===== config.mk =====
export PLATFORM = sky130hd
export DESIGN_NAME = lpht_ctrl
export DESIGN_NICKNAME = d
export VERILOG_FILES = /design/src/hdl/lpht_pkg.sv /design/src/hdl/lpht_ctrl.sv
export SDC_FILE = /design/constraint.sdc
export NUM_CORES = 1
export LEC_CHECK = 0
export ABC_CLOCK_PERIOD_IN_PS = 1400
export BUFFER_PORTS_ARGS = -buffer_cell sky130_fd_sc_hd__buf_2
export CORE_AREA = 2 2 46 48
export DETAILED_ROUTE_END_ITERATION = 12
export DIE_AREA = 0 0 48 50
export PLACE_DENSITY = 0.73
export SYNTH_ARGS = -nofsm -noshare
export SYNTH_HDL_FRONTEND = slang
export SYNTH_SLANG_ARGS = --single-unit

===== constraint.sdc =====
create_clock -name clk_i -period 1.4 [get_ports clk_i]
set_input_delay 0.07 -clock clk_i [delete_from_list [all_inputs] [get_ports clk_i]]
set_output_delay 0.07 -clock clk_i [all_outputs]
set_load 0.01 [all_outputs]

===== src/hdl/lpht_pkg.sv =====
// Shared types and constants for the linear probing hash table.
// No dependencies; used by lpht_ctrl, lpht_dp and the top level.
package lpht_pkg;

  localparam int unsigned HashW = 32;
  localparam int unsigned KeyInW = 64;
  localparam int unsigned ValW = 32;
  localparam int unsigned SlotW = 10;
  localparam int unsigned StatW = 3;

  typedef enum logic [StatW-1:0] {
    ST_FOUND     = 3'd0,
    ST_NOT_FOUND = 3'd1,
    ST_INSERTED  = 3'd2,
    ST_FULL      = 3'd3,
    ST_ZERO_HASH = 3'd4
  } lpht_status_e;

  typedef struct packed {
    logic         ready;
    logic         load;
    logic         alloc;
    logic         grow;
    logic         clr_step;
    logic         scan_rd;
    logic         scan_take;
    logic         scan_next;
    logic         mod_start;
    logic         probe_start;
    logic         probe_rd;
    logic         probe_next;
    logic         place;
    logic         set_res;
    logic         emit;
    logic         src_moved;
    lpht_status_e code;
  } lpht_cmd_t;

  typedef struct packed {
    logic op_insert;
    logic hash_zero;
    logic cap_zero;
    logic want_grow;
    logic full;
    logic clr_last;
    logic scan_end;
    logic rd_used;
    logic rd_match;
    logic probe_last;
    logic mod_done;
    logic out_free;
  } lpht_stat_t;

endpackage


===== src/hdl/lpht_ctrl.sv =====
// Controller FSM: sequences clear, rehash, modulo and probe steps of the datapath.
// Depends on lpht_pkg.
module lpht_ctrl (
  input  logic                clk_i,
  input  logic                rst_ni,
  input  logic                in_valid_i,
  input  lpht_pkg::lpht_stat_t st_i,
  output lpht_pkg::lpht_cmd_t  cmd_o
);
  import lpht_pkg::*;

  typedef enum logic [3:0] {
    S_IDLE, S_DECIDE, S_CLEAR, S_SCAN_RD, S_SCAN_WT, S_INS_CHK,
    S_MOD, S_PROBE_RD, S_PROBE_WT, S_DONE
  } state_e;

  state_e    state_q, state_d;
  logic      rehash_q, rehash_d;
  lpht_cmd_t cmd;

  always_comb begin
    state_d       = state_q;
    rehash_d      = rehash_q;
    cmd           = '0;
    cmd.code      = ST_NOT_FOUND;
    cmd.src_moved = rehash_q;
    unique case (state_q)
      S_IDLE: begin
        cmd.ready = 1'b1;
        if (in_valid_i) begin
          cmd.load = 1'b1;
          state_d  = S_DECIDE;
        end
      end
      S_DECIDE: begin
        priority if (!st_i.op_insert) begin
          if (st_i.cap_zero) begin
            cmd.set_res = 1'b1;
            state_d     = S_DONE;
          end else begin
            cmd.mod_start = 1'b1;
            state_d       = S_MOD;
          end
        end else if (st_i.hash_zero) begin
          cmd.set_res = 1'b1;
          cmd.code    = ST_ZERO_HASH;
          state_d     = S_DONE;
        end else if (st_i.cap_zero) begin
          cmd.alloc = 1'b1;
          state_d   = S_CLEAR;
        end else if (st_i.want_grow) begin
          cmd.grow = 1'b1;
          rehash_d = 1'b1;
          state_d  = S_CLEAR;
        end else begin
          state_d = S_INS_CHK;
        end
      end
      S_CLEAR: begin
        cmd.clr_step = 1'b1;
        if (st_i.clr_last) begin
          state_d = rehash_q ? S_SCAN_RD : S_INS_CHK;
        end
      end
      S_SCAN_RD: begin
        if (st_i.scan_end) begin
          rehash_d = 1'b0;
          state_d  = S_INS_CHK;
        end else begin
          cmd.scan_rd = 1'b1;
          state_d     = S_SCAN_WT;
        end
      end
      S_SCAN_WT: begin
        if (st_i.rd_used) begin
          cmd.scan_take = 1'b1;
          cmd.mod_start = 1'b1;
          state_d       = S_MOD;
        end else begin
          cmd.scan_next = 1'b1;
          state_d       = S_SCAN_RD;
        end
      end
      S_INS_CHK: begin
        if (st_i.full) begin
          cmd.set_res = 1'b1;
          cmd.code    = ST_FULL;
          state_d     = S_DONE;
        end else begin
          cmd.mod_start = 1'b1;
          state_d       = S_MOD;
        end
      end
      S_MOD: begin
        if (st_i.mod_done) begin
          cmd.probe_start = 1'b1;
          state_d         = S_PROBE_RD;
        end
      end
      S_PROBE_RD: begin
        cmd.probe_rd = 1'b1;
        state_d      = S_PROBE_WT;
      end
      S_PROBE_WT: begin
        if (!st_i.op_insert) begin
          priority if (!st_i.rd_used) begin
            cmd.set_res = 1'b1;
            state_d     = S_DONE;
          end else if (st_i.rd_match) begin
            cmd.set_res = 1'b1;
            cmd.code    = ST_FOUND;
            state_d     = S_DONE;
          end else if (st_i.probe_last) begin
            cmd.set_res = 1'b1;
            state_d     = S_DONE;
          end else begin
            cmd.probe_next = 1'b1;
            state_d        = S_PROBE_RD;
          end
        end else if (!st_i.rd_used) begin
          cmd.place = 1'b1;
          if (rehash_q) begin
            cmd.scan_next = 1'b1;
            state_d       = S_SCAN_RD;
          end else begin
            cmd.set_res = 1'b1;
            cmd.code    = ST_INSERTED;
            state_d     = S_DONE;
          end
        end else begin
          cmd.probe_next = 1'b1;
          state_d        = S_PROBE_RD;
        end
      end
      S_DONE: begin
        if (st_i.out_free) begin
          cmd.emit = 1'b1;
          state_d  = S_IDLE;
        end
      end
      default: state_d = S_IDLE;
    endcase
  end

  always_ff @(posedge clk_i or negedge rst_ni) begin
    if (!rst_ni) begin
      state_q  <= S_IDLE;
      rehash_q <= 1'b0;
    end else begin
      state_q  <= state_d;
      rehash_q <= rehash_d;
    end
  end

  assign cmd_o = cmd;

endmodule


==> results of run 1 <==
registers in the layout, indices dropped and copies added (netlist names):
name / count
state_q: 4
rehash_q: 1
kinds of logic after synthesis:
logic type             Yosys count  share of synthesized area [%]
AND/OR/NAND/NOR                 49                           41.9
AO/OA/AOI/OAI                   28                           29.6
buffers and inverters           13                           8.88
flip-flops                       5                           16.8
multiplexers                     2                           2.85
layout make-up:
type | instances | area (um2) | area share (%)
tap | 27 | 33.8 | 2.03
inverter | 4 | 17.5 | 1.05
clock buffer | 4 | 26.3 | 1.58
multi-input combinational | 79 | 774 | 46.4
timing repair buffer | 84 | 687 | 41.2
sequential | 5 | 129 | 7.73
metrics by stage:
stage          hold WS [ns]  instances
5_1_grt              0.0391        203
4_1_cts              0.0193        198
3_5_place_dp         -0.108        175
3_3_place_gp         -0.109        175
2_1_floorplan        -0.226         97
6_report             0.0334        203
power groups by stage:
stage	sequential, mW	clock, mW	combinational, mW
2_1_floorplan	0.279	0	0.891
3_3_place_gp	0.313	0	1.44
3_5_place_dp	0.320	0	1.49
4_1_cts	0.310	0.171	2.37
5_1_grt	0.326	0.180	2.92
6_report	0.330	0.173	2.81
per-layer routing:
metal  global-route usage (%)  vias to the layer above  wire length (um)
li1                         -                      529                 -
met1                     38.3                      585              1600
met2                     58.2                      106              2120
met3                     6.23                       25               392
met4                     13.1                        0               255
met5                        0                        -                 0
placed cells by master, fill, tap and decap left out, types with 3 or more instances in the layout:
master,count
a21oi_1,4
buf_2,28
buf_4,25
buf_6,27
buf_8,3
clkbuf_4,3
dfrtp_2,3
inv_1,3
nand2_1,3
nand2b_4,3
nor2_1,5
nor2_4,3
nor3_4,3
nor4b_4,3
o21ai_0,3
how the worst max path moves through the flow:
stage / start / to / slack (ns) / cells after the start
final: state_q[2] / cmd_o[5] / -0.66 / 5
after global routing: state_q[2] / cmd_o[5] / -0.64 / 5
after CTS: state_q[2] / cmd_o[5] / -0.46 / 4
after detailed placement: state_q[2] / state_q[2] / -0.28 / 6
after global placement: state_q[2] / state_q[2] / -0.23 / 6
after floorplan: state_q[2] / cmd_o[5] / -0.25 / 4
what timing repair did:
action,CTS,global route
hold buffers,1,0
endpoints found under the hold margin,5,0
setup buffers,19,9
resized for setup,55,24
pin swaps,14,13
setup endpoints to repair,22,23
==> flow_summary.json, run 1 <==
{
  "root_buffer": "clkbuf_4",
  "r2r_slack_ns": -0.51,
  "vias": 1245,
  "rsz0062_at_grt": "yes",
  "synth_top_flop_cell": "dfrtp_1",
  "syn-mean-instance-area_um2": 7.70,
  "synth_seq_cells": 5,
  "end_kind": "output pin",
  "yosys-top-cells-count": "9 x nor2_1, 6 x nor3_1",
  "initial_core_util_pct": 39.3,
  "holdCritStartpoint": "st_i[5]",
  "die_height_um": 50,
  "via_per_inst": 6.13,
  "synth_warnings": 0,
  "diodes": 0,
  "required_ns": 1.33,
  "synth_top_cell_by_area": "dfrtp_1",
  "p_sw_share_pct": 45.0,
  "leakagePower_nw": 0.774,
  "routedWlPerCell_um": 21.5,
  "die-width_um": 48,
  "p_seq_share_pct": 9.9,
  "path_clk_slew_ns": 0.05,
  "first_global_vias": 1147,
  "crit_family": "simple AND/OR/NAND/NOR gates",
  "comb_power_share_pct": 84.8,
  "ys_types": 47,
  "fin_crit_ns": 2.06,
  "outcome": "finished with violations",
  "power.density_nw_per_um2": 1990,
  "final_area_um2": 1670,
  "clkLatencyLatePin_ns": 0.25,
  "slew_headroom_pct": 70.5,
  "power.internal_mw": 1.82,
  "syn_inst": 97,
  "crit_path_max_fanout": 3,
  "area_growth_pct": 123,
  "grt_overflow": 0,
  "io_pins": 34,
  "hold_path_class": "input pin to flop",
  "violations": "setup timing",
  "grt_util_all_layers_pct": 33.6,
  "grt_pass1_wl_mm": 5.57,
  "finalPower_mw": 3.31,
  "maxSlewViolCount": 0,
  "n_fill_cell": 88,
  "antenna_left": 0,
  "setup_viol": 23,
  "ys_seq_area_share_pct": 16.8,
  "die_area_um2": 2400,
  "drtIter0Drc": 69,
  "finalWorstSetupSlack_ns": -0.656,
  "place_congestion": 0.867,
  "nNetsFinal": 192,
  "syn_area_um2": 747,
  "drc": 0,
  "routed_wl_mm": 4.37,
  "max_stage_delay_ns": 0.58,
  "antenna_found_initial": 0,
  "syn_nets": 112,
  "synth_most_common_cell": "nor2_1",
  "setup_tns_ns": -8.60,
  "worst-setup-path-type": "flop to output pin",
  "start_kind": "flop",
  "timing.final.crit_share_pct": 147,
  "r2r_cells": 8,
  "ir_drop_v": 0.00138,
  "synth_edf_count": 0,
  "critPathBufInv": 1,
  "synth_async_sr_flop_share_pct": 100,
  "port_buffers": 33,
  "cts_tree": "yes",
  "synthTopCellsByArea": "dfrtp_1 17%, nor2_1 4.5%, nand2b_1 4.2%",
  "cap_violations": 0,
  "p_sw_mw": 1.49,
  "dp_hpwl_mm": 2.11,
  "tightest_slew_ns": 0.438,
  "critPathArrivalTime_ns": 1.99,
  "pre_cts_slack_ns": -0.282,
  "fin_util_pct": 87.7,
  "place_area_um2": 1120,
  "clockPowerShare_pct": 5.2,
  "clock_sinks": 5,
  "drive_gt1_share_pct": 69.9,
  "row_count": 16,
  "htreeDepth": 1,
  "finClkSkew_ns": 0.00707,
  "min_path_cells": 2,
  "grt_max_degree": 12,
  "holdPathEnd": "rehash_q",
  "path_cells": "or4b_4, o2bb2ai_1, a21o_1, or2_1, buf_2",
  "core-area_um2": 1900,
  "timing.fmax_mhz": 486,
  "first_pass_iters": 4,
  "worstReg2RegStart": "state_q[2]",
  "cts-buffers-inserted": 3,
  "rr_endpoint": "state_q[2]",
  "hold_viol_final": 0,
  "yosysTopAreaCellShare_pct": 16.8,
  "worst_path_max_delay_cell": "or4b_4",
  "cts_max_path_buffers": 2
}
(Power assumes the default switching activity.)
==> run 2, diff against run 1 <==
--- a/config.mk
+++ b/config.mk
@@ -10,7 +10,7 @@
 export CORE_AREA = 2 2 46 48
 export DETAILED_ROUTE_END_ITERATION = 12
 export DIE_AREA = 0 0 48 50
-export PLACE_DENSITY = 0.73
+export PLACE_DENSITY = 0.74
 export SYNTH_ARGS = -nofsm -noshare
 export SYNTH_HDL_FRONTEND = slang
 export SYNTH_SLANG_ARGS = --single-unit
==> run 2 against run 1 <==
  * Worst hold slack gained 0.019 ns
  * Sequential power grew 1%
  * The run still ends with setup timing left
  * Highest routed layer unchanged
  * Critical path depth shrank 1
  * Sequential share of layout area grew 0.39 points
  * Largest cell class unchanged
==> flow_summary.json, run 2 (synthesis results as in run 1) <==
{
  "n_fill_cell": 96,
  "placed_cells": 173,
  "end_kind": "output pin",
  "crit_path_max_fanout": 4,
  "diodes": 0,
  "nNetsFinal": 190,
  "drtIter0Drc": 60,
  "setup_viol": 23,
  "outcome": "finished with violations",
  "initial_core_util_pct": 39.3,
  "power.density_nw_per_um2": 1940,
  "first_pass_iters": 6,
  "grt_max_degree": 12,
  "crit_family": "simple AND/OR/NAND/NOR gates",
  "leakagePower_nw": 0.766,
  "clockPowerShare_pct": 5.7,
  "power.internal_mw": 1.70,
  "clock_sinks": 5,
  "finClkSkew_ns": 0.00979,
  "path_clk_slew_ns": 0.05,
  "drc": 0,
  "die_height_um": 50,
  "rsz0062_at_grt": "yes",
  "worst-setup-path-type": "flop to output pin",
  "critPathArrivalTime_ns": 1.85,
  "first_global_vias": 1093,
  "holdWs_ns": 0.0525,
  "worst_path_max_delay_cell": "or4b_4",
  "slew_headroom_pct": 75.1,
  "grt_util_all_layers_pct": 29.3,
  "final_cell_mix": "30 x buf_2, 30 x buf_4, 20 x buf_6",
  "reg.largest.list": "state_q: 4 flops, rehash_q: 1 flops",
  "area_growth_pct": 115,
  "start_kind": "flop",
  "timing.final.crit_share_pct": 137,
  "routedWlPerCell_um": 19.7,
  "largest-register": "state_q",
  "die-width_um": 48,
  "htreeDepth": 1,
  "required_ns": 1.33,
  "max_stage_delay_ns": 0.58,
  "largest_register_ff_count": 4,
  "via_per_inst": 5.98,
  "antenna_found_initial": 0,
  "row_count": 16,
  "cts_tree": "yes",
  "p_sw_mw": 1.42,
  "io_pins": 34,
  "root_buffer": "clkbuf_4",
  "dp_hpwl_mm": 2.06,
  "p_seq_share_pct": 10.7,
  "clkLatencyLatePin_ns": 0.26,
  "finalWorstSetupSlack_ns": -0.519,
  "p_sw_share_pct": 45.5,
  "drive_gt1_share_pct": 70.7,
  "routed_wl_mm": 3.95,
  "core-area_um2": 1900,
  "cts_max_path_buffers": 2,
  "instances_no_fill": 201,
  "hold_viol_final": 0,
  "port_buffers": 33,
  "maxSlewViolCount": 0,
  "place_congestion": 0.850,
  "fin_crit_ns": 1.92,
  "tightest_slew_ns": 0.373,
  "violations": "setup timing",
  "vias": 1201,
  "die_area_um2": 2400,
  "comb_power_share_pct": 83.6,
  "cts-buffers-inserted": 3,
  "path_cells": "or4b_4, o41ai_4, or2_1, buf_2",
  "timing.fmax_mhz": 521,
  "antenna_left": 0,
  "grt_pass1_wl_mm": 5.06,
  "ir_drop_v": 0.00139,
  "finalPower_mw": 3.11,
  "cap_violations": 0,
  "critPathBufInv": 1,
  "hold_path_class": "input pin to flop",
  "grt_overflow": 0
}
==> run 2: cell count changes in the layout (fill, tap and decap cells not counted), sizes merged <==
cell  previous run  this run
buf             83        81
==> run 2: final timing paths <==
kind / start / to / slack, ns / cells after the start
max in group asynchronous: rst_ni / state_q[3] / 1.07 / 2
setup reg to reg: state_q[2] / state_q[2] / -0.41 / 7
hold reg to reg: rehash_q / rehash_q / 0.84 / 2
hold / removal: st_i[5] / rehash_q / 0.05 / 2
setup / recovery: state_q[1] / cmd_o[5] / -0.52 / 4
min in group asynchronous: rst_ni / state_q[1] / 0.17 / 2
==> run 2: power by group through the flow <==
stage | logic [mW] | registers (mW) | clock network, mW
2_1_floorplan | 0.891 | 0.279 | 0
3_3_place_gp | 1.43 | 0.304 | 0
3_5_place_dp | 1.48 | 0.308 | 0
4_1_cts | 2.08 | 0.301 | 0.164
5_1_grt | 2.71 | 0.334 | 0.185
6_report | 2.60 | 0.334 | 0.178
==> run 2: cell type report <==
cell class / instances / area (um2) / share of cell area, %
Tap cell: 27 / 33.8 / 2.11
Clock buffer: 4 / 26.3 / 1.64
Inverter: 4 / 17.5 / 1.09
Sequential cell: 5 / 130 / 8.11
Multi-Input combinational cell: 79 / 766 / 47.7
Timing Repair Buffer: 82 / 631 / 39.3
==> run 2: layer usage <==
| layer | up-vias | track usage [%] | share of wire, % |
|---|---|---|---|
| met3 | 20 | 1.47 | 8.3 |
| met1 | 564 | 36.0 | 38 |
| met4 | 0 | 9.91 | 3.8 |
| li1 | 528 | - | - |
| met2 | 89 | 51.3 | 50 |
| met5 | - | 0 | 0 |
==> run 2: through the flow <==
stage | setup WS [ns] | instance area [um2] | utilization [%] | TNS (ns)
4_1_cts | -0.403 | 1420 | 74.7 | -5.29
2_1_floorplan | -0.251 | 769 | - | -0.779
6_report | -0.519 | 1600 | 84.3 | -7.07
5_1_grt | -0.534 | 1600 | 84.3 | -7.90
3_3_place_gp | -0.183 | 1100 | 58.1 | -1.49
3_5_place_dp | -0.235 | 1100 | 58.1 | -2.00
==> run 2: timing repair <==
| action | in CTS | in global routing |
|---|---|---|
| buffers inserted | 14 | 9 |
| pin swaps | 5 | 4 |
| endpoints found under the setup margin | 22 | 23 |
| hold endpoints to repair | 5 | 0 |
| gates cloned | 0 | 0 |
| gates resized for setup | 38 | 25 |
| hold buffers | 1 | 0 |
==> run 3, diff against run 2 <==
==> constraint.sdc (replaced) <==
create_clock -name clk_i -period 1.4 [get_ports clk_i]
set_input_delay 0.28 -clock clk_i [delete_from_list [all_inputs] [get_ports clk_i]]
set_output_delay 0.28 -clock clk_i [all_outputs]
set_load 0.01 [all_outputs]
==> run 3 against run 2 <==
  * The run still ends with setup timing left
  * Combinational power fell by 5%
  * Clock power rose by 3%
  * Register-to-register slack got worse by 0.04 ns
  * Clock-buffer cell count did not move
  * Flip-flop and latch count did not move
  * Sequential share of layout area fell by 0.14 points
  * Non-clock buffer count did not move
  * Cell count did not move
==> flow_summary.json, run 3 (synthesis results as in run 1) <==
{
  "htreeDepth": 1,
  "reg.largest.list": "state_q: 4 flops, rehash_q: 1 flops",
  "p_sw_mw": 1.38,
  "tightest_slew_ns": 0.390,
  "finalPower_mw": 2.98,
  "drive_gt1_share_pct": 69.5,
  "nNetsFinal": 190,
  "violations": "setup timing",
  "crit_family": "simple AND/OR/NAND/NOR gates",
  "p_seq_share_pct": 10.7,
  "power.density_nw_per_um2": 1860,
  "place_congestion": 0.927,
  "finalWorstSetupSlack_ns": -0.705,
  "leakagePower_nw": 0.745,
  "placed_cells": 174,
  "fin_util_pct": 84.1,
  "grt_overflow": 0,
  "max_stage_delay_ns": 0.59,
  "die_height_um": 50,
  "timing.final.crit_share_pct": 150,
  "io_pins": 34,
  "drc": 0,
  "antenna_left": 0,
  "p_sw_share_pct": 46.2,
  "comb_power_share_pct": 83.2,
  "worst-setup-path-type": "flop to output pin",
  "cts_max_path_buffers": 2,
  "first_pass_iters": 4,
  "grt_pass1_wl_mm": 5.26,
  "outcome": "finished with violations",
  "hold_path_class": "input pin to flop",
  "root_buffer": "clkbuf_4",
  "clockPowerShare_pct": 6.2,
  "maxSlewViolCount": 0,
  "port_buffers": 33,
  "instances_no_fill": 201,
  "die_area_um2": 2400,
  "critPathBufInv": 1,
  "area_growth_pct": 114,
  "dp_hpwl_mm": 2.19,
  "row_count": 16,
  "start_kind": "flop",
  "clock_sinks": 5,
  "core-area_um2": 1900,
  "finClkSkew_ns": 0.00531,
  "layout_commonest_cell": "buf_4",
  "largest_register_ff_count": 4,
  "end_kind": "output pin",
  "die-width_um": 48,
  "critPathArrivalTime_ns": 1.83,
  "power.internal_mw": 1.61,
  "routed_wl_mm": 3.87,
  "via_per_inst": 5.88,
  "hold_viol_final": 0,
  "cts_tree": "yes",
  "worst_path_max_delay_cell": "or4b_4",
  "cts-buffers-inserted": 3,
  "antenna_found_initial": 0,
  "largest-register": "state_q",
  "holdWs_ns": 0.272,
  "path_cells": "or4b_4, o41ai_4, or2_1, buf_2",
  "rsz0062_at_grt": "yes",
  "cap_violations": 0,
  "final_cell_mix": "36 x buf_4, 28 x buf_2, 14 x buf_6",
  "required_ns": 1.12,
  "clkLatencyLatePin_ns": 0.26,
  "pre_cts_slack_ns": -0.383,
  "ir_drop_v": 0.00138,
  "routedWlPerCell_um": 19.2,
  "crit_path_max_fanout": 3,
  "setup_viol": 23,
  "grt_max_degree": 18,
  "fin_crit_ns": 2.11,
  "grt_util_all_layers_pct": 31.4,
  "drtIter0Drc": 65,
  "path_clk_slew_ns": 0.05,
  "timing.fmax_mhz": 475,
  "first_global_vias": 1139,
  "slew_headroom_pct": 73.9,
  "initial_core_util_pct": 39.3,
  "diodes": 0,
  "vias": 1182
}
run 3: cell types whose count changed in the layout (fill, tap and decap cells not counted), moves of 3 or more:
| cell | change |
|---|---|
| buf_4 | +6 |
| buf_6 | -6 |
| nor3_2 | -3 |
| nor3_4 | +3 |
run 3: metrics by stage:
step           area, um2  setup TNS [ns]
6_report            1600          -11.43
3_5_place_dp        1170           -4.92
2_1_floorplan        846           -1.89
5_1_grt             1600          -12.53
3_3_place_gp        1170           -4.09
4_1_cts             1470          -10.10
run 3: repair_timing:
action                                 CTS  global route
pin swaps                               15            13
buffers inserted                        16             8
gates resized for setup                 33            16
endpoints found under the hold margin    5             0
setup endpoints to repair               23            23
hold buffers                             1             0
run 3: worst reg2reg max path, stage by stage (launching register included):
cell,delay (ns)
dfrtp_2,0.43
buf_4,0.15
buf_12,0.13
buf_4,0.15
buf_12,0.14
nor3_4,0.17
mux2i_2,0.26
buf_4,0.15
a21oi_2,0.06
a21oi_2,0.12
run 3: path summary, 6_finish.rpt:
path / cells past startpoint / slack [ns] / to / start
setup / recovery: 4 / -0.71 / cmd_o[5] / state_q[0]
hold / removal: 2 / 0.27 / rehash_q / st_i[5]
setup reg to reg: 9 / -0.45 / state_q[0] / state_q[2]
hold reg to reg: 3 / 0.87 / state_q[2] / rehash_q
max in group asynchronous: 2 / 0.90 / state_q[2] / rst_ni
min in group asynchronous: 2 / 0.36 / state_q[3] / rst_ni
run 3: power by group through the flow:
stage / combinational, mW / sequential [mW] / clock [mW]
floorplan: 1.05 / 0.281 / 0
global placement: 1.48 / 0.298 / 0
detailed placement: 1.53 / 0.302 / 0
CTS: 2.08 / 0.304 / 0.183
global route: 2.59 / 0.316 / 0.196
finish: 2.48 / 0.318 / 0.184
run 3: cell type report:
type / count / area (um2)
fill: 111 / 302
multi-input combinational: 79 / 759
inverter: 4 / 15.0
timing repair buffer: 82 / 638
clock buffer: 4 / 26.3
tap: 27 / 33.8
sequential: 5 / 128
run 3: metal layers:
layer,vias to the layer above,global-route usage (%),wire [um]
li1,528,-,-
met2,79,48.9,1900
met1,550,37.1,1430
met4,0,22.5,244
met3,25,4.76,291
met5,-,0,0
